### src/ppu_pkg.sv
// Shared types and constants of the porosity and permeability update block.
package ppu_pkg;

  localparam int NUM_SPECIES_DEF = 2;
  localparam int MAX_SPECIES     = 2;
  localparam int ADDR_W          = 5;
  localparam int VF_W            = 38;
  localparam int NUM_W           = 112;
  localparam int DEN_W           = 80;
  localparam int POR_QBITS       = 16;
  localparam int PERM_QBITS      = 32;
  localparam int QUEUE_DEPTH     = 2;

  localparam logic [15:0] POR_MIN  = 16'd66;
  localparam logic [15:0] POR_MAX  = 16'hFFFF;
  localparam logic [31:0] PERM_MAX = 32'hFFFF_FFFF;

  localparam logic [2:0] REG_ENABLE = 3'd0;
  localparam logic [2:0] REG_NI     = 3'd1;
  localparam logic [2:0] REG_KI     = 3'd2;
  localparam logic [2:0] REG_DIFF   = 3'd3;
  localparam logic [2:0] REG_IVF    = 3'd4;
  localparam logic [2:0] REG_COEF0  = 3'd5;
  localparam logic [2:0] REG_COEF1  = 3'd6;

  typedef struct packed {
    logic                              en;
    logic [15:0]                       ni;
    logic [31:0]                       ki;
    logic [31:0]                       cd;
    logic [31:0]                       ivf;
    logic [MAX_SPECIES-1:0][31:0]      coef;
  } ppu_cfg_t;

  typedef struct packed {
    logic            byp;
    logic [VF_W-1:0] vf;
  } ppu_item_t;

endpackage

### src/ppu_queue.sv
// Short queue between the front end and the arithmetic back end.
module ppu_queue (
  input  logic               clk,
  input  logic               rst_n,
  input  logic               push,
  input  ppu_pkg::ppu_item_t push_item,
  input  logic               pop,
  output logic               full,
  output logic               empty,
  output ppu_pkg::ppu_item_t pop_item
);
  import ppu_pkg::*;

  localparam int PTR_W = (QUEUE_DEPTH > 1) ? $clog2(QUEUE_DEPTH) : 1;
  localparam int CNT_W = $clog2(QUEUE_DEPTH + 1);

  ppu_item_t        mem_r [QUEUE_DEPTH];
  logic [PTR_W-1:0] wr_ptr_r;
  logic [PTR_W-1:0] rd_ptr_r;
  logic [CNT_W-1:0] cnt_r;
  logic [CNT_W-1:0] cnt_nxt;

  assign full     = (cnt_r == CNT_W'(QUEUE_DEPTH));
  assign empty    = (cnt_r == '0);
  assign pop_item = mem_r[rd_ptr_r];

  always_comb begin
    cnt_nxt = cnt_r;
    if (push && !pop) cnt_nxt = cnt_r + 1'b1;
    if (pop && !push) cnt_nxt = cnt_r - 1'b1;
  end

  always_ff @(posedge clk) begin
    if (!rst_n) begin
      wr_ptr_r <= '0;
      rd_ptr_r <= '0;
      cnt_r    <= '0;
    end else begin
      cnt_r <= cnt_nxt;
      if (push) begin
        wr_ptr_r <= (wr_ptr_r == PTR_W'(QUEUE_DEPTH - 1)) ? '0 : wr_ptr_r + 1'b1;
      end
      if (pop) begin
        rd_ptr_r <= (rd_ptr_r == PTR_W'(QUEUE_DEPTH - 1)) ? '0 : rd_ptr_r + 1'b1;
      end
    end
  end

  always_ff @(posedge clk) begin
    if (push) mem_r[wr_ptr_r] <= push_item;
  end

endmodule

### config.mk
export PLATFORM = sky130hd
export DESIGN_NAME = ppu_queue
export DESIGN_NICKNAME = d
export VERILOG_FILES = /design/src/ppu_pkg.sv /design/src/ppu_queue.sv
export SDC_FILE = /design/constraint.sdc
export NUM_CORES = 1
export LEC_CHECK = 0
export BUFFER_PORTS_ARGS = -buffer_cell sky130_fd_sc_hd__buf_2
export CAP_MARGIN = 10
export CORE_AREA = 3 3 81 83
export CTS_CLUSTER_SIZE = 24
export DETAILED_ROUTE_END_ITERATION = 8
export DIE_AREA = 0 0 84 86
export PLACE_DENSITY = 0.79
export SETUP_SLACK_MARGIN = 0.2
export SLEW_MARGIN = 20
export SYNTH_ARGS = -nofsm -noshare
export SYNTH_HDL_FRONTEND = slang
export SYNTH_SLANG_ARGS = --single-unit
### constraint.sdc
create_clock -name clk -period 2.9 [get_ports clk]
set_input_delay 0.29 -clock clk [delete_from_list [all_inputs] [get_ports clk]]
set_output_delay 0.29 -clock clk [all_outputs]
set_load 0.05 [all_outputs]
; ---- Word-level counts from Yosys, hierarchy flattened
; Memories as Yosys holds them, arrays and structs flattened. A register that Yosys moved wholly into a read port is not among the register bits.
; Cells that the tools add are included.
[classes]
add_sub_neg = 4
n_mux = 8
n_eq_ne = 1
n_reduce_logical = 6
[op_table]
columns = operator, count
row1 = two-way mux 1 bit, 6
row2 = two-way mux 2 bit, 2
row3 = "adder 1 bit, second input constant", 2
row4 = "adder 2 x 1 -> 2 bit, second input constant", 1
row5 = "equality test 2 bit, second input constant", 1
row6 = logical AND 1 bit, 2
row7 = zero test 1 bit, 2
row8 = zero test 2 bit, 1
row9 = nonzero test 2 bit, 1
row10 = "subtractor 2 x 1 -> 2 bit, second input constant", 1
[totals]
mem_count = 1
wordCells = 23
ff_bits = 4
mem_bits_rw = 78
[memory_table]
columns = name, depth, width, rd, rd_clocked_by_memory_dff, write_ports, line
row1 = mem_r, 2, 39, 1, 1, 1, ppu_queue.sv:17  ; ppu_item_t mem_r [QUEUE_DEPTH];

; ---- Longest topological paths before layout
[depth]
depth_word = 4
depth_mapped = 5
mapped_depth_nobuf = 5

; ---- Worst setup path before layout
; No wires, ideal clock.
[synth_timing]
path_kind = input to register
from = input push
to = memory mem_r[0][0] (netlist bit), enable pin
path_slack_ns = 0.445
setup_ns = 0.438
path_stages = 2
arrival_ns = 2.018
path_cell_list = inv_1 -> nor2_1
[synth_between]
elab_chain_len = 2
[synth_lines]
columns = element, line
row1 = start: declaration, ppu_queue.sv:5  ; input logic push,
row2 = two-way mux 1 bit, ppu_queue.sv:50  ; if (push) mem_r[wr_ptr_r] <= push_item;
row3 = two-way mux 1 bit (not written as such), ppu_queue.sv:50
row4 = end: declaration, ppu_queue.sv:17
; No other way between the ends.

==> flow_summary.toml <==
[hold_path]
hold_path_class = "primary input to register"
min_to = "mem_r[0][20]$_DFFE_PP_"
min_path_cells = 1
min_from = "push_item[20]"

[final_layout]
diodes = 0
nNetsFinal = 280
fillerInstances = 451
final_cells = 316
drive_above_1_share_pct = 58.9
syn_to_final_growth_pct = 23.2

[detailed_routing]
drt-total-wl_um = 5180
via_per_inst = 4.92
vias = 1556
drt_iter0_drc = 67
drc = 0
antenna_left = 0
routedWlPerCell_um = 16.4
dr.pass1.iters = 4

[sta]
finalMaxSlewViolations = 0
setup_tns_ns = 0
clock.fmax_ghz = 0.445
layout_setup_ws_ns = 0.653
rsz0062_at_grt = "false"
clock_skew_ns = 0.00416
setup_violations = 0
post-route-period-util_pct = 77.5
holdWs_ns = 0.139
hold_viol = 0
min_period_ns = 2.25
max-slew-margin-rel_pct = 37.5
worst_slew_pin_slew_ns = 0.937

[worst_setup_path]
path_cells = "buf_4 -> mux2_2 -> buf_2"
cp_data_required_time_ns = 2.61
max_stage_delay_ns = 0.64
crit_slowest_cell = "dfxtp_2"
crit_path_start_kind = "register"
r2r-end = "mem_r[1][15]$_DFFE_PP_"
cp_max_fo = 20
reg2regPathDepth = 1
rrSetupSlack_ns = 1.32
cp_num_buf_inv = 2
reg2reg_from = "wr_ptr_r$_SDFFE_PN0P_"
crit_family = "flip-flops"
crit_type = "register to primary output"
cp-end-kind = "primary output"
cp.arrival_ns = 1.96

[die]
initial_core_util_pct = 51.0
row_count = 28
core-area_um2 = 5920
dieArea_um2 = 7220
fp.dieH_um = 86
die_w_um = 84
io_pins = 84

[logic_synthesis]
synth_area_per_cell_um2 = 21.1
synth.top_cells.by_count = "edfxtp_1 (78), mux2_2 (39), dfxtp_1 (5)"
yosysWarnings = 0
synth_cell_types = 17
synthCells = 143
synthesis.area_um2 = 3020
yosysTopAreaCell = "edfxtp_1"
synth-seq-cells = 83
synth-edff-count = 78
synth_top_area_share_pct = 77.5
synth_seq_area_share_pct = 80.9
syn-num-nets = 187
async_reset_ff_share_pct = 0
synthFlopType = "edfxtp_1"
synth.most_common_cell = "edfxtp_1"
synth_area_leaders = "edfxtp_1 (78%), mux2_2 (15%), dfxtp_1 (3.3%)"

[clock_tree]
cts_resized = 0
cts_root_buf = "clkbuf_8"
htree_levels = 3
hold_buffers = 0
post_cts_buffers = 0
cts_tree = "yes"
clockBufferDepth = 2
clkTransAtPathRegs_ns = 0.08
cts_buffers = 9
clock-sinks = 83
clock_latency_ns = 0.33

[global_routing]
grt_use_total_pct = 15.6
grt_pass1_wl_um = 8360
antenna_found_initial = 0
globalRouteOverflowTotal = 0
first_global_vias = 1743
grt_start_max_net_pins = 40

[power_and_ir_drop]
ir_worst_vdd_uv = 552
leakage_nw = 1.41
powerDensity_nw_per_um2 = 698

[placement]
place_hpwl_um = 3480
dpl.cell_count = 300
numPortBuffers = 83
place_ws_ns = 0.989
finalWeightedCongestion = 0.697

[run]
drv_cap = 0

[run_status]
status = "finished clean"
## per-stage QoR
| step | utilization, % | power (W) | cell area (µm²) |
|---|---|---|---|
| finish | 62.8 | 0.00260 | 3720 |
| global route | 62.8 | 0.00271 | 3720 |
| CTS | 62.8 | 0.00263 | 3720 |
| detailed placement | 59.8 | 0.00189 | 3540 |
| global placement | 59.8 | 0.00188 | 3540 |
| floorplan | - | 0.00177 | 3020 |
## area by class of cell
cell class	instances	area [µm²]	area share (%)
clock buffer	14	173	4.64
clock inverter	2	8.76	0.235
inverter	1	3.75	0.101
multi-input combinational	55	561	15.1
sequential	83	2440	65.7
tap	75	93.8	2.52
timing repair buffer	86	438	11.8
## cells by family (layout without fill, tap and decap cells)
logic type / after synthesis / count (layout) / synth area share, %
mux: 39 / 39 / 14.5
flops: 83 / 83 / 80.9
buf+inv: 5 / 103 / 0.870
fa+ha+maj: 1 / 1 / 0.414
xor+xnor: 3 / 3 / 0.870
compound gates: 3 / 3 / 0.663
simple gates: 9 / 9 / 1.78
## flip-flops by register name, indices dropped and copies added, names as in the netlist, named ones only
| register | count |
|---|---|
| rd_ptr_r | 1 |
| cnt_r | 2 |
| mem_r | 78 |
| wr_ptr_r | 1 |
## placed cells by master, fill, tap and decap left out
cell      synthesis  routed
nor2_1            2       1
inv_1             1       1
xor2_1            1       1
ha_1              1       1
clkinv_1          0       1
nor2b_1           1       1
buf_4             1       3
and2b_2           1       1
dfxtp_2           0       1
mux2_2           39      39
o21a_1            1       1
xnor2_1           2       2
o21ai_0           1       1
dfxtp_1           5       4
edfxtp_1         78      78
buf_2             3      83
clkbuf_8          0      12
clkbuf_1          0       2
a21boi_1          1       1
and2_1            4       3
nor2_4            0       1
clkinv_2          0       1
or3_1             1       1
and2_2            0       1
## routing by layer
layer	GRT usage (%)	vias up	share of wire, %
met1	17.7	744	40
met5	0	-	0
met4	8.48	0	2.1
met3	5.09	11	6.4
met2	26.2	59	52
li1	-	742	-
## worst max-delay path by stage
stage / startpoint / to / depth (start not counted)
6_report: register / pop_item[27] / 3
2_1_floorplan: push / mem_r[0][0]$_DFFE_PP_ / 2
3_5_place_dp: register / pop_item[27] / 3
3_3_place_gp: register / pop_item[27] / 3
5_1_grt: register / pop_item[27] / 3
4_1_cts: register / pop_item[27] / 3
## power breakdown
part           switching (W)  leakage (nW)  total, W  internal, W
clock               0.000366        0.0941  0.000744     0.000378
combinational       0.000313         0.541  0.000446     0.000134
sequential         0.0000279         0.774   0.00141      0.00138
total               0.000706          1.41   0.00260      0.00189
Power figures use the tool's default switching activity.
