File: config.mk
export PLATFORM = sky130hd
export DESIGN_NAME = ppu_front
export DESIGN_NICKNAME = d
export VERILOG_FILES = /design/src/ppu_pkg.sv /design/src/ppu_front.sv
export SDC_FILE = /design/constraint.sdc
export NUM_CORES = 2
export LEC_CHECK = 0
export ABC_AREA = 1
export BUFFER_PORTS_ARGS = -buffer_cell sky130_fd_sc_hd__buf_2
export CAP_MARGIN = 20
export CORE_MARGIN = 5
export CORE_UTILIZATION = 40
export CTS_CLUSTER_DIAMETER = 30
export DETAILED_ROUTE_END_ITERATION = 6
export GPL_ROUTABILITY_DRIVEN = 0
export PLACE_DENSITY = 0.62
export SYNTH_ARGS = -nofsm -noshare
export SYNTH_HDL_FRONTEND = slang
export SYNTH_SLANG_ARGS = --single-unit
File: constraint.sdc
create_clock -name clk -period 8.5 [get_ports clk]
set_clock_uncertainty 0.1 [all_clocks]
set_input_delay 0.425 -clock clk [delete_from_list [all_inputs] [get_ports clk]]
set_output_delay 0.425 -clock clk [all_outputs]
set_load 0.05 [all_outputs]
File: src/ppu_pkg.sv
// Shared types and constants of the porosity and permeability update block.
package ppu_pkg;

  localparam int NUM_SPECIES_DEF = 2;
  localparam int MAX_SPECIES     = 2;
  localparam int ADDR_W          = 5;
  localparam int VF_W            = 38;
  localparam int NUM_W           = 112;
  localparam int DEN_W           = 80;
  localparam int POR_QBITS       = 16;
  localparam int PERM_QBITS      = 32;
  localparam int QUEUE_DEPTH     = 2;

  localparam logic [15:0] POR_MIN  = 16'd66;
  localparam logic [15:0] POR_MAX  = 16'hFFFF;
  localparam logic [31:0] PERM_MAX = 32'hFFFF_FFFF;

  localparam logic [2:0] REG_ENABLE = 3'd0;
  localparam logic [2:0] REG_NI     = 3'd1;
  localparam logic [2:0] REG_KI     = 3'd2;
  localparam logic [2:0] REG_DIFF   = 3'd3;
  localparam logic [2:0] REG_IVF    = 3'd4;
  localparam logic [2:0] REG_COEF0  = 3'd5;
  localparam logic [2:0] REG_COEF1  = 3'd6;

  typedef struct packed {
    logic                              en;
    logic [15:0]                       ni;
    logic [31:0]                       ki;
    logic [31:0]                       cd;
    logic [31:0]                       ivf;
    logic [MAX_SPECIES-1:0][31:0]      coef;
  } ppu_cfg_t;

  typedef struct packed {
    logic            byp;
    logic [VF_W-1:0] vf;
  } ppu_item_t;

endpackage

File: src/ppu_front.sv
// Front end: accept points, form the volume factor and mark pass-through items.
module ppu_front #(
  parameter int NUM_SPECIES = ppu_pkg::NUM_SPECIES_DEF
) (
  input  logic               clk,
  input  logic               rst_n,
  input  logic               in_valid,
  output logic               in_ready,
  input  logic [63:0]        in_data,
  input  ppu_pkg::ppu_cfg_t  cfg,
  input  logic               q_full,
  output logic               push,
  output ppu_pkg::ppu_item_t push_item
);
  import ppu_pkg::*;

  logic [63:0]     prod_r [NUM_SPECIES];
  logic            f1_v_r;
  logic            f1_byp_r;
  logic            f2_v_r;
  ppu_item_t       item_r;
  logic [VF_W-1:0] vf_nxt;
  logic            adv;

  assign adv       = !(f2_v_r && q_full);
  assign in_ready  = adv;
  assign push      = f2_v_r && !q_full;
  assign push_item = item_r;

  always_comb begin
    vf_nxt = VF_W'(65536);
    for (int i = 0; i < NUM_SPECIES; i++) begin
      vf_nxt = vf_nxt + VF_W'(prod_r[i][63:28]);
    end
  end

  always_ff @(posedge clk) begin
    if (!rst_n) begin
      f1_v_r <= 1'b0;
      f2_v_r <= 1'b0;
    end else if (adv) begin
      f1_v_r <= in_valid;
      f2_v_r <= f1_v_r;
    end
  end

  always_ff @(posedge clk) begin
    if (adv) begin
      for (int i = 0; i < NUM_SPECIES; i++) begin
        prod_r[i] <= 64'(cfg.coef[i]) * 64'(in_data[32*i +: 32]);
      end
      f1_byp_r    <= !cfg.en;
      item_r.byp  <= f1_byp_r;
      item_r.vf   <= vf_nxt;
    end
  end

endmodule

* Word level (Yosys, flattened, before mapping)
Memories as Yosys holds them, arrays and structs flattened.
Cells that the tools add are included.
** Word-level totals
- Bits in registers :: 42
- Memory bits (writable) :: 128
- Input port bits :: 245
- Output and inout bits :: 41
- Word-level logic and storage cells :: 16
- Memories :: 1
** Memories
- prod_r :: depth 2, width 64, rd ports 2, clocked after memory_dff 0, wr ports 2, line ppu_front.sv:17 : logic [63:0] prod_r [NUM_SPECIES];
** Cells by class
- Add/subtract/negate cells :: 2
- $mul :: 2
- Multiplexer cells :: 1
- Reductions and logical operators :: 5
** Operators with widths (count)
- 32-bit by 32-bit multiplier with 64-bit output :: 2
- 37-bit by 36-bit adder with 38-bit output :: 1
- 17-bit by 36-bit adder with 37-bit output (first input constant) :: 1
- 1-bit logical NOT :: 3
- 1-bit logical AND :: 2
- 1-bit two-way mux :: 1

* Logic depth before layout (Yosys ltp)
- Depth after elaboration :: 2
- Mapped depth :: 32

* Worst setup path before layout
Ideal clock, no wire load.
- Path kind :: in2reg
- Start :: in in_data[37]
- End :: mem prod_r[1][53] (netlist: prod_r[0][117]) (data pin)
- Setup time :: 0.252 ns
- Arrival time :: 6.153 ns
- Setup slack :: 1.995 ns
- Cell stages on the path :: 26
- Path buffers :: 1
- Cells stage by stage :: clkbuf_1 nand2_1 fa_1 inv_1 fa_1 fa_1 inv_1 fa_1 inv_1 fa_1 fa_1 fa_1 inv_1 fa_1 inv_1 ha_1 a21oi_1 o21ai_0 inv_1 o21ai_0 a21oi_1 nor2_1 nor2_1 nand2_1 nand2_1 nand2_1
** RTL lines
- start, declared :: line ppu_front.sv:9 : input logic [63:0] in_data,
- end, declared :: line ppu_front.sv:17

==> results by group <==
Timing
  – Maximum clock frequency: 136 MHz
  – Setup TNS: 0 ps
  – Max transition margin: 31.6%
  – Worst hold margin: around 150 ps
  – RSZ-0062 raised after global routing: false
  – Final period utilization: 86.7%
  – Final min period: 7370 ps
  – Final Max Tran Viols: 0
  – Finish-stage setup viols: 0
  – Worst slew pin tran: slightly above 1000 ps
  – Fin. Hold Viols: 0

Clock tree
  – Hold Buf Count CTS: 0
  – Setup repair bufs after CTS: 0
  – Sink Count: 114
  – Num CTS Buffers: 17
  – Clk buf depth: 2
  – Clock-pin slew on the worst setup and hold paths: 60 ps
  – Worst skew pair latency: 410 ps
  – Root Driver: clkbuf_16
  – H-Tree Depth: 4
  – CTS tree: built
  – PostCTS Resize Cnt: 0

Synth
  – XOR/XNOR share of the synthesized area: 0.588%
  – Post-synth top flop: edfxtp_1
  – Mean area per synthesized cell: 7.62 um2
  – Synth warn: 0
  – Post-synthesis mux area share: 0%
  – Top cell type's share of synthesized area: 47.2%
  – Post-synth EDFFs: between 100 and 150
  – Yosys top cell by area: fa_1
  – Post-Synth Simple-Gate Area: around 17%
  – Largest family of logic cells by synthesized area: adder cells
  – Synth Area in Compound Gates: 2.88%
  – Post-Synth Adder-Cell Area: 57.0%
  – Largest cells by area after synthesis: fa_1 47%, inv_1 16%, nand2_1 14%, ha_1 9.7%, edfxtp_1 4.4%
  – Mapped Cells: 9,967
  – Syn_nets: 12,600
  – Post-synthesis register bit count: 114
  – Ys async rst share: 0%
  – Seq/Total Area, Yosys: 4.48%
  – Synth unique cells: 38
  – Synthesized cell area: 75,900 um2

Detailed routing
  – Metal-1 WL: 86,200 um
  – Routed len/inst: 17.4 um
  – Detail Route Antenna Nets: 0
  – Vias per cell: approximately 5
  – Met3 Routed Length: 14,400 um
  – Iter 0 DRT Violations: 4,160
  – DRC viols: 0
  – Drt total wl: 216,000 um
  – Met2 Wirelength: 107,000 um
  – Via count: 60,500
  – DRT Pass-1 Iters: 6
  – Top Metal Used: met5

Hold path
  – Hold/Removal Path Class: in2reg

Setup path
  – Worst-path maximum fanout: 32
  – Critical path class: in2reg
  – Req. time, crit path: 8550 ps
  – Worst path arrival time: 7410 ps
  – CP endpoint kind: flip-flop
  – Worst setup SP type: input port

Finish
  – P&R area growth vs syn: 4.93%
  – Final net count: 12,500
  – Layout cells sized above 1: 3.13%

Floorplan
  – Die span in x: 446 um
  – Die area: around 200,000 um2
  – Row Count: 160
  – Ports: 286
  – Core Footprint: between 150,000 and 200,000 um2
  – Vert. Die Dim: approximately 450 um
  – Starting Density: approximately 40%

GRT
  – Total GRT Usage: 22.2%
  – Vias in the first global route: 66,700
  – Initial antenna violation count: 29
  – First-pass GRT wire length: 352,000 um
  – Pin count of the biggest net entering global routing: 79
  – GR Overflow Total: 0

Job
  – Max Cap Violations: 0

Outcome
  – Run status: finished, final reports clean

Placement
  – PortBufs: 173
  – DP HPWL: 181,000 um
logic make-up (layout without fill, tap and decap cells):
kind of cell	count (synthesis)	after routing
buffers and inverters	3663	3565
AND/OR/NAND/NOR	3344	3344
adder cells (fa/ha/maj)	2382	2382
AO/OA/AOI/OAI	413	413
flip-flops	114	114
XOR/XNOR	51	51
other	0	9
placed cells by master (no fill, tap or decap), types with 6 or more instances in the layout:
cell type / n
a21o_1: 9
a21oi_1: 238
buf_2: 173
buf_4: 81
clkbuf_16: 17
diode_2: 9
edfxtp_1: 112
fa_1: 1791
ha_1: 591
inv_1: 3273
inv_2: 6
nand2_1: 2787
nand3_1: 110
nand4_1: 16
nor2_1: 363
nor2_2: 6
nor3_1: 37
nor4_1: 9
o21a_1: 9
o21ai_0: 124
o21ai_1: 6
o21bai_1: 15
xnor2_1: 11
xor2_1: 40
critical path, cell delays in order:
cell     delay [ps]
buf_2           750
nand2_1         210
fa_1            560
fa_1            520
fa_1            530
fa_1            540
inv_1            60
fa_1            550
fa_1            430
fa_1            530
fa_1            460
ha_1            480
nand2_1         140
nor2_1          120
inv_1            70
nor2_1          140
inv_1           100
nor3_1          140
nand2_1          70
nand2_1         110
xor2_1          430
Yosys cell counts (all sizes together), types with 15 or more instances:
| master | instances |
|---|---|
| o21ai | 133 |
| nor2 | 369 |
| clkbuf | 384 |
| ha | 591 |
| nand3 | 111 |
| inv | 3279 |
| fa | 1791 |
| o21bai | 15 |
| xor2 | 40 |
| a21oi | 238 |
| nand4 | 16 |
| edfxtp | 112 |
| nand2 | 2790 |
| nor3 | 40 |
cell type report:
class / count / area, um2
fill: 19300 / 110000
multi-input combinational: 6190 / 58800
inverter: 3279 / 12300
sequential: 114 / 3400
tap: 2511 / 3140
timing repair buffer: 254 / 1470
clock buffer: 18 / 429
clock inverter: 14 / 109
antenna: 9 / 22.5
stage by stage:
| stage | instance area, um2 | cells | setup slack (ps) | util [%] |
|---|---|---|---|---|
| floorplan | 75900 | 9967 | 1990 | - |
| global placement | 79100 | 12300 | 819 | 41.8 |
| detailed placement | 79100 | 12300 | 773 | 41.8 |
| CTS | 79600 | 12400 | 1230 | 42.0 |
| global route | 79600 | 12400 | 837 | 42.1 |
| finish | 79700 | 12400 | 1130 | 42.1 |
routing by layer:
metal	up-vias	track usage, %
li1	27400	-
met1	30300	28.5
met2	2263	39.3
met3	453	2.40
met4	12	7.19
met5	-	0
sequential cells by signal, summed over array words and instances (netlist names):
| signal | count |
|---|---|
| push_item | 39 |
| f2_v_r | 1 |
| f1_byp_r | 1 |
| prod_r | 72 |
| f1_v_r | 1 |
final timing paths:
check / startpoint / slack [ps] / to / cells past startpoint
hold / removal: cfg[176] / 150 / f1_byp_r$_DFFE_PN_ / 2
hold reg to reg: f1_byp_r$_DFFE_PN_ / 320 / push_item[38]$_DFFE_PN_ / 0
setup / recovery: cfg[55] / 1130 / prod_r[0][97]$_DFFE_PN_ / 21
setup reg to reg: prod_r[0][29]$_DFFE_PN_ / 5510 / push_item[37]$_DFFE_PN_ / 12
Power is not shown: default switching activity piles up to over one toggle a cycle in this logic, so the estimate is an artifact.
