===== config.mk =====
export PLATFORM = sky130hd
export DESIGN_NAME = ppu_cfg
export DESIGN_NICKNAME = d
export VERILOG_FILES = /design/src/ppu_pkg.sv /design/src/ppu_cfg.sv
export SDC_FILE = /design/constraint.sdc
export NUM_CORES = 1
export LEC_CHECK = 0
export ABC_CLOCK_PERIOD_IN_PS = 2170
export BUFFER_PORTS_ARGS = -buffer_cell sky130_fd_sc_hd__buf_4
export CORE_ASPECT_RATIO = 1.1
export CORE_MARGIN = 5
export CORE_UTILIZATION = 25
export CTS_CLUSTER_SIZE = 20
export DETAILED_ROUTE_END_ITERATION = 16
export GPL_TIMING_DRIVEN = 0
export HOLD_SLACK_MARGIN = 0.12
export PLACE_DENSITY_LB_ADDON = 0.1
export SYNTH_ARGS = -nofsm -noshare
export SYNTH_HDL_FRONTEND = slang
export SYNTH_SLANG_ARGS = --single-unit

===== constraint.sdc =====
create_clock -name clk -period 2.17 [get_ports clk]
set_input_delay 0.434 -clock clk [delete_from_list [all_inputs] [get_ports clk]]
set_output_delay 0.434 -clock clk [all_outputs]
set_load 0.01 [all_outputs]

===== src/ppu_pkg.sv =====
// Shared types and constants of the porosity and permeability update block.
package ppu_pkg;

  localparam int NUM_SPECIES_DEF = 2;
  localparam int MAX_SPECIES     = 2;
  localparam int ADDR_W          = 5;
  localparam int VF_W            = 38;
  localparam int NUM_W           = 112;
  localparam int DEN_W           = 80;
  localparam int POR_QBITS       = 16;
  localparam int PERM_QBITS      = 32;
  localparam int QUEUE_DEPTH     = 2;

  localparam logic [15:0] POR_MIN  = 16'd66;
  localparam logic [15:0] POR_MAX  = 16'hFFFF;
  localparam logic [31:0] PERM_MAX = 32'hFFFF_FFFF;

  localparam logic [2:0] REG_ENABLE = 3'd0;
  localparam logic [2:0] REG_NI     = 3'd1;
  localparam logic [2:0] REG_KI     = 3'd2;
  localparam logic [2:0] REG_DIFF   = 3'd3;
  localparam logic [2:0] REG_IVF    = 3'd4;
  localparam logic [2:0] REG_COEF0  = 3'd5;
  localparam logic [2:0] REG_COEF1  = 3'd6;

  typedef struct packed {
    logic                              en;
    logic [15:0]                       ni;
    logic [31:0]                       ki;
    logic [31:0]                       cd;
    logic [31:0]                       ivf;
    logic [MAX_SPECIES-1:0][31:0]      coef;
  } ppu_cfg_t;

  typedef struct packed {
    logic            byp;
    logic [VF_W-1:0] vf;
  } ppu_item_t;

endpackage


===== src/ppu_cfg.sv =====
// Configuration register file behind the APB-style port.
module ppu_cfg (
  input  logic                       clk,
  input  logic                       rst_n,
  input  logic                       psel,
  input  logic                       penable,
  input  logic                       pwrite,
  input  logic [ppu_pkg::ADDR_W-1:0] paddr,
  input  logic [31:0]                pwdata,
  output logic [31:0]                prdata,
  output ppu_pkg::ppu_cfg_t          cfg
);
  import ppu_pkg::*;

  ppu_cfg_t   cfg_r;
  logic       wr;
  logic [2:0] idx;

  assign wr  = psel && penable && pwrite;
  assign idx = paddr[ADDR_W-1:2];
  assign cfg = cfg_r;

  always_ff @(posedge clk) begin
    if (!rst_n) begin
      cfg_r.en      <= 1'b0;
      cfg_r.ni      <= 16'd19661;
      cfg_r.ki      <= 32'd1000000;
      cfg_r.cd      <= 32'd10000;
      cfg_r.ivf     <= 32'd65536;
      cfg_r.coef[0] <= 32'd0;
      cfg_r.coef[1] <= 32'd0;
    end else if (wr) begin
      unique case (idx)
        REG_ENABLE: cfg_r.en      <= pwdata[0];
        REG_NI:     cfg_r.ni      <= pwdata[15:0];
        REG_KI:     cfg_r.ki      <= pwdata;
        REG_DIFF:   cfg_r.cd      <= pwdata;
        REG_IVF:    cfg_r.ivf     <= pwdata;
        REG_COEF0:  cfg_r.coef[0] <= pwdata;
        REG_COEF1:  cfg_r.coef[1] <= pwdata;
        default:    ;
      endcase
    end
  end

  always_comb begin
    unique case (idx)
      REG_ENABLE: prdata = {31'd0, cfg_r.en};
      REG_NI:     prdata = {16'd0, cfg_r.ni};
      REG_KI:     prdata = cfg_r.ki;
      REG_DIFF:   prdata = cfg_r.cd;
      REG_IVF:    prdata = cfg_r.ivf;
      REG_COEF0:  prdata = cfg_r.coef[0];
      REG_COEF1:  prdata = cfg_r.coef[1];
      default:    prdata = 32'd0;
    endcase
  end

endmodule


Yosys cells after proc, flatten, opt, wreduce, memory -nomap -nowiden:

Cells that the tools add are included.
Widths: inputs -> output; s select.

* register bits: 177
* input bits: 42
* output and inout port bits: 209
* logic and storage cells: 24

* equality and inequality tests: 6
* muxes and demuxes: 1
* reduce and logical (&&, ||, !) cells: 10

Operators by type and width (count)
* $pmux 32 s7: 1
* $reduce_and 2->1: 7
* $eq 3x3->1 const B: 3
* $eq 3x2->1 const B: 2
* $eq 3x1->1 const B: 1
* $logic_not 3->1: 1
* $logic_and 1x1->1: 2

Longest topological paths before layout:

* word-level depth: 3
* depth in mapped cells: 6
* gate-level depth less buffers: 3

Least setup slack after synthesis:

OpenSTA, ideal clock, no wires.

* path kind: input -> output
* start: input port paddr[2] (netlist bit)
* end: output port prdata[13]
* data arrival time: 1.483 ns
* data required time: 1.736 ns
* slack: 0.253 ns
* stages on the path: 5
* path buffers: 2
* cell sequence: buf_2 > buf_2 > mux2_2 > a221oi_1 > nor2_1

* cells in the longest elaborated chain, start to end: 2
* elaborated cells on any way between the ends: 8
* those cells by class: eq/ne: 6; mux: 1; reduce/logical: 1

RTL lines
* from (decl): RTL line ppu_cfg.sv:8 `input logic [ppu_pkg::ADDR_W-1:0] paddr,`
* $eq 3x3->1 (tied with other cells): RTL line ppu_cfg.sv:47 `unique case (idx)`
* $pmux 32 s7 (*): RTL line ppu_cfg.sv:47
* to (decl): RTL line ppu_cfg.sv:10 `output logic [31:0] prdata,`

Mark *: on every way between the ends. The rest lies on a longest branch, timed or not.

Worst setup path after layout:

* start: input port paddr[2] (netlist bit)
* end: output port prdata[10]

The elaborated chain is that of the path after synthesis.

==> results.json <==
{
  "grt_usage": 0.207,
  "layout_commonest_cell": "buf_4",
  "route.vias.total": 7298,
  "gp_congestion": 0.770,
  "ys_seq_area_frac": 0.449,
  "drive_above_1_share": 0.335,
  "syn_area_mm2": 0.00790,
  "synth.net_count": 858,
  "clkTransAtPathRegs_ps": 70,
  "hold_start": "pwdata[6]",
  "slew_headroom": 0.364,
  "grt_pass1_wl_mm": 54.0,
  "slew_viol_final": 0,
  "finalHoldViolCount": 0,
  "ios": 251,
  "synth_seq_cells": 177,
  "row_count": 68,
  "insertedDiodeCount": 0,
  "cts_buffers": 17,
  "wirelength_mm": 37.7,
  "yosys-mux-area-fraction": 0.259,
  "p_per_area_mw_per_mm2": 656,
  "ir_drop_v": 0.000383,
  "period_share": 1.00,
  "port_buffers": 247,
  "timing.rr.end": "cfg[147]",
  "die_h_um": 196,
  "grt_overflow": 0,
  "tightest_slew_ps": 953,
  "vias_per_cell": 4.81,
  "hpwl_mm": 27.2,
  "largest_reg_flops": 177,
  "synth_top_family_by_area": "multiplexers",
  "fmax_mhz": 460,
  "layout_common_cells": "buf_4 (264), nand2_1 (193), dfxtp_1 (177)",
  "worstHoldPathCells": 3,
  "clockRootBuffer": "clkbuf_16",
  "synth_ff_type": "dfxtp_1",
  "synthSimpleGateAreaFrac": 0.131,
  "synth_xor_area_frac": 0,
  "r2r_slack_ps": 1410,
  "arrival_ps": 1740,
  "post-route-min-period_ps": 2170,
  "setup_viol": 1,
  "fin_ws_ps": -2.34,
  "wl_per_cell_um": 24.9,
  "worstSetupPathType": "primary input to output port",
  "hold_buffers": 0,
  "holdPathEnd": "cfg[166]",
  "yosys.area_share.adder": 0,
  "nets": 1126,
  "cap_viol_max_count": 0,
  "ant_nets": 0,
  "synth_compound_area_frac": 0.110,
  "critical_path.max_fanout": 12,
  "core_area_mm2": 0.0313,
  "dieArea_mm2": 0.0352,
  "rsz0062_at_grt": "true",
  "ys_warn_count": 0,
  "worstSkewPairLatency_ps": 420,
  "grt_pass1_vias": 7530,
  "cts_sinks": 177,
  "synth_cell_types": 42,
  "synth_cells": 816,
  "syn_to_final_growth_pct": 41.0,
  "place_area_mm2": 0.0103,
  "first_iter_violations": 465,
  "status": "complete, but fails checks",
  "htree_levels": 4,
  "synth_edf_count": 0,
  "die_x_um": 179,
  "initial_core_util": 0.252,
  "drcViolationCount": 0,
  "async_flop_share": 0,
  "start_kind": "primary input",
  "power.leakage_nw": 4.90,
  "fin_area_mm2": 0.0111,
  "violations": "setup timing",
  "grt_max_degree": 17,
  "cts_tree": "built",
  "cp.required_ps": 1740,
  "r2r_cells": 2,
  "syn_area_per_cell_um2": 9.68,
  "r2r_start": "cfg[147]",
  "antenna_found_initial": 1,
  "clockBufferDepth": 2,
  "final_core_util": 0.356,
  "end_kind": "output port",
  "firstDrtPassIters": 6,
  "clock_skew_ps": 0,
  "hold_path_class": "primary input to register"
}
[power by group]
group | switching, mW | total (mW) | internal (mW)
combinational | 0.464 | 0.718 | 0.254
sequential | 0.0246 | 3.30 | 3.27
clock | 1.43 | 3.28 | 1.85
[cells by family (layout without fill, tap and decap cells)]
family,after synthesis,in the layout
compound gates,109,109
buf+inv,84,364
flops,177,177
mux,201,201
simple gates,245,245
[what timing repair did]
| item | in CTS | in global routing |
|---|---|---|
| endpoints found under the setup margin | 32 | 26 |
| cloned | 0 | 0 |
| setup buffers | 3 | 0 |
| pin swaps | 0 | 1 |
| resized for setup | 63 | 17 |
[routing by layer]
layer / global-route usage / wire, um / vias up
met5: 0 / 13 / -
met4: 0.0395 / 456 / 2
met3: 0.0485 / 2210 / 21
met2: 0.352 / 17900 / 289
met1: 0.273 / 17100 / 3568
li1: - / - / 3418
[layout make-up]
class                   instances  area (um^2)
repair buffers                250         1880
inverters                      16         63.8
clock inverters                11          154
flip-flops and latches        177         3540
well taps                     420          526
multi-input cells             555         4030
plain buffers                  67          484
clock buffers                  20          447
fillers                      3328        20200
[metrics by stage]
| stage | TNS, ps | hold WS (ps) | power, mW | instances | setup WS [ps] |
|---|---|---|---|---|---|
| 2_1_floorplan | 0 | 487 | 3.67 | 816 | 253 |
| 5_1_grt | -6.30 | 293 | 7.54 | 1516 | -5.42 |
| 3_3_place_gp | -21810 | 458 | 4.04 | 1483 | -765 |
| 4_1_cts | -18.0 | 271 | 7.36 | 1516 | -16.5 |
| 6_report | -2.34 | 289 | 7.30 | 1516 | -2.34 |
| 3_5_place_dp | -21520 | 466 | 4.04 | 1483 | -744 |
[critical path, stage by stage]
cell and delay (ps):
buf_8 180, nor2b_2 300, buf_6 250, a22oi_1 110
o211ai_1 270, buf_4 180
[how the worst max path moves through the flow]
stage	endpoint	startpoint
finish	prdata[10]	paddr[2]
global placement	prdata[20]	paddr[3]
floorplan	prdata[13]	paddr[2]
global route	prdata[7]	paddr[3]
detailed placement	prdata[0]	paddr[4]
CTS	prdata[0]	paddr[4]
[synth_stat cells (2+ instances only)]
| cell type | n | area share |
|---|---|---|
| o311ai_0 | 6 | 0.0067 |
| a221oi_1 | 15 | 0.017 |
| o221ai_1 | 5 | 0.0055 |
| or2_1 | 2 | 0.0016 |
| inv_1 | 15 | 0.0071 |
| o21ai_0 | 13 | 0.0082 |
| mux2i_1 | 176 | 0.22 |
| a21oi_1 | 5 | 0.0032 |
| and3b_1 | 2 | 0.0022 |
| a211o_1 | 2 | 0.0022 |
| nand2_1 | 193 | 0.092 |
| o31ai_1 | 4 | 0.0038 |
| a221o_1 | 16 | 0.020 |
| dfxtp_1 | 177 | 0.45 |
| a22o_1 | 16 | 0.018 |
| nand3b_1 | 2 | 0.0019 |
| buf_4 | 9 | 0.0086 |
| mux2_2 | 25 | 0.036 |
| nor2b_1 | 7 | 0.0055 |
| a22oi_1 | 13 | 0.012 |
| nor2_1 | 27 | 0.013 |
| buf_6 | 5 | 0.0071 |
| buf_1 | 5 | 0.0024 |
| nand2b_1 | 2 | 0.0016 |
| clkbuf_1 | 32 | 0.015 |
| buf_2 | 16 | 0.010 |
| o211ai_1 | 11 | 0.010 |
Note: power is estimated with default switching activity, not from simulation.
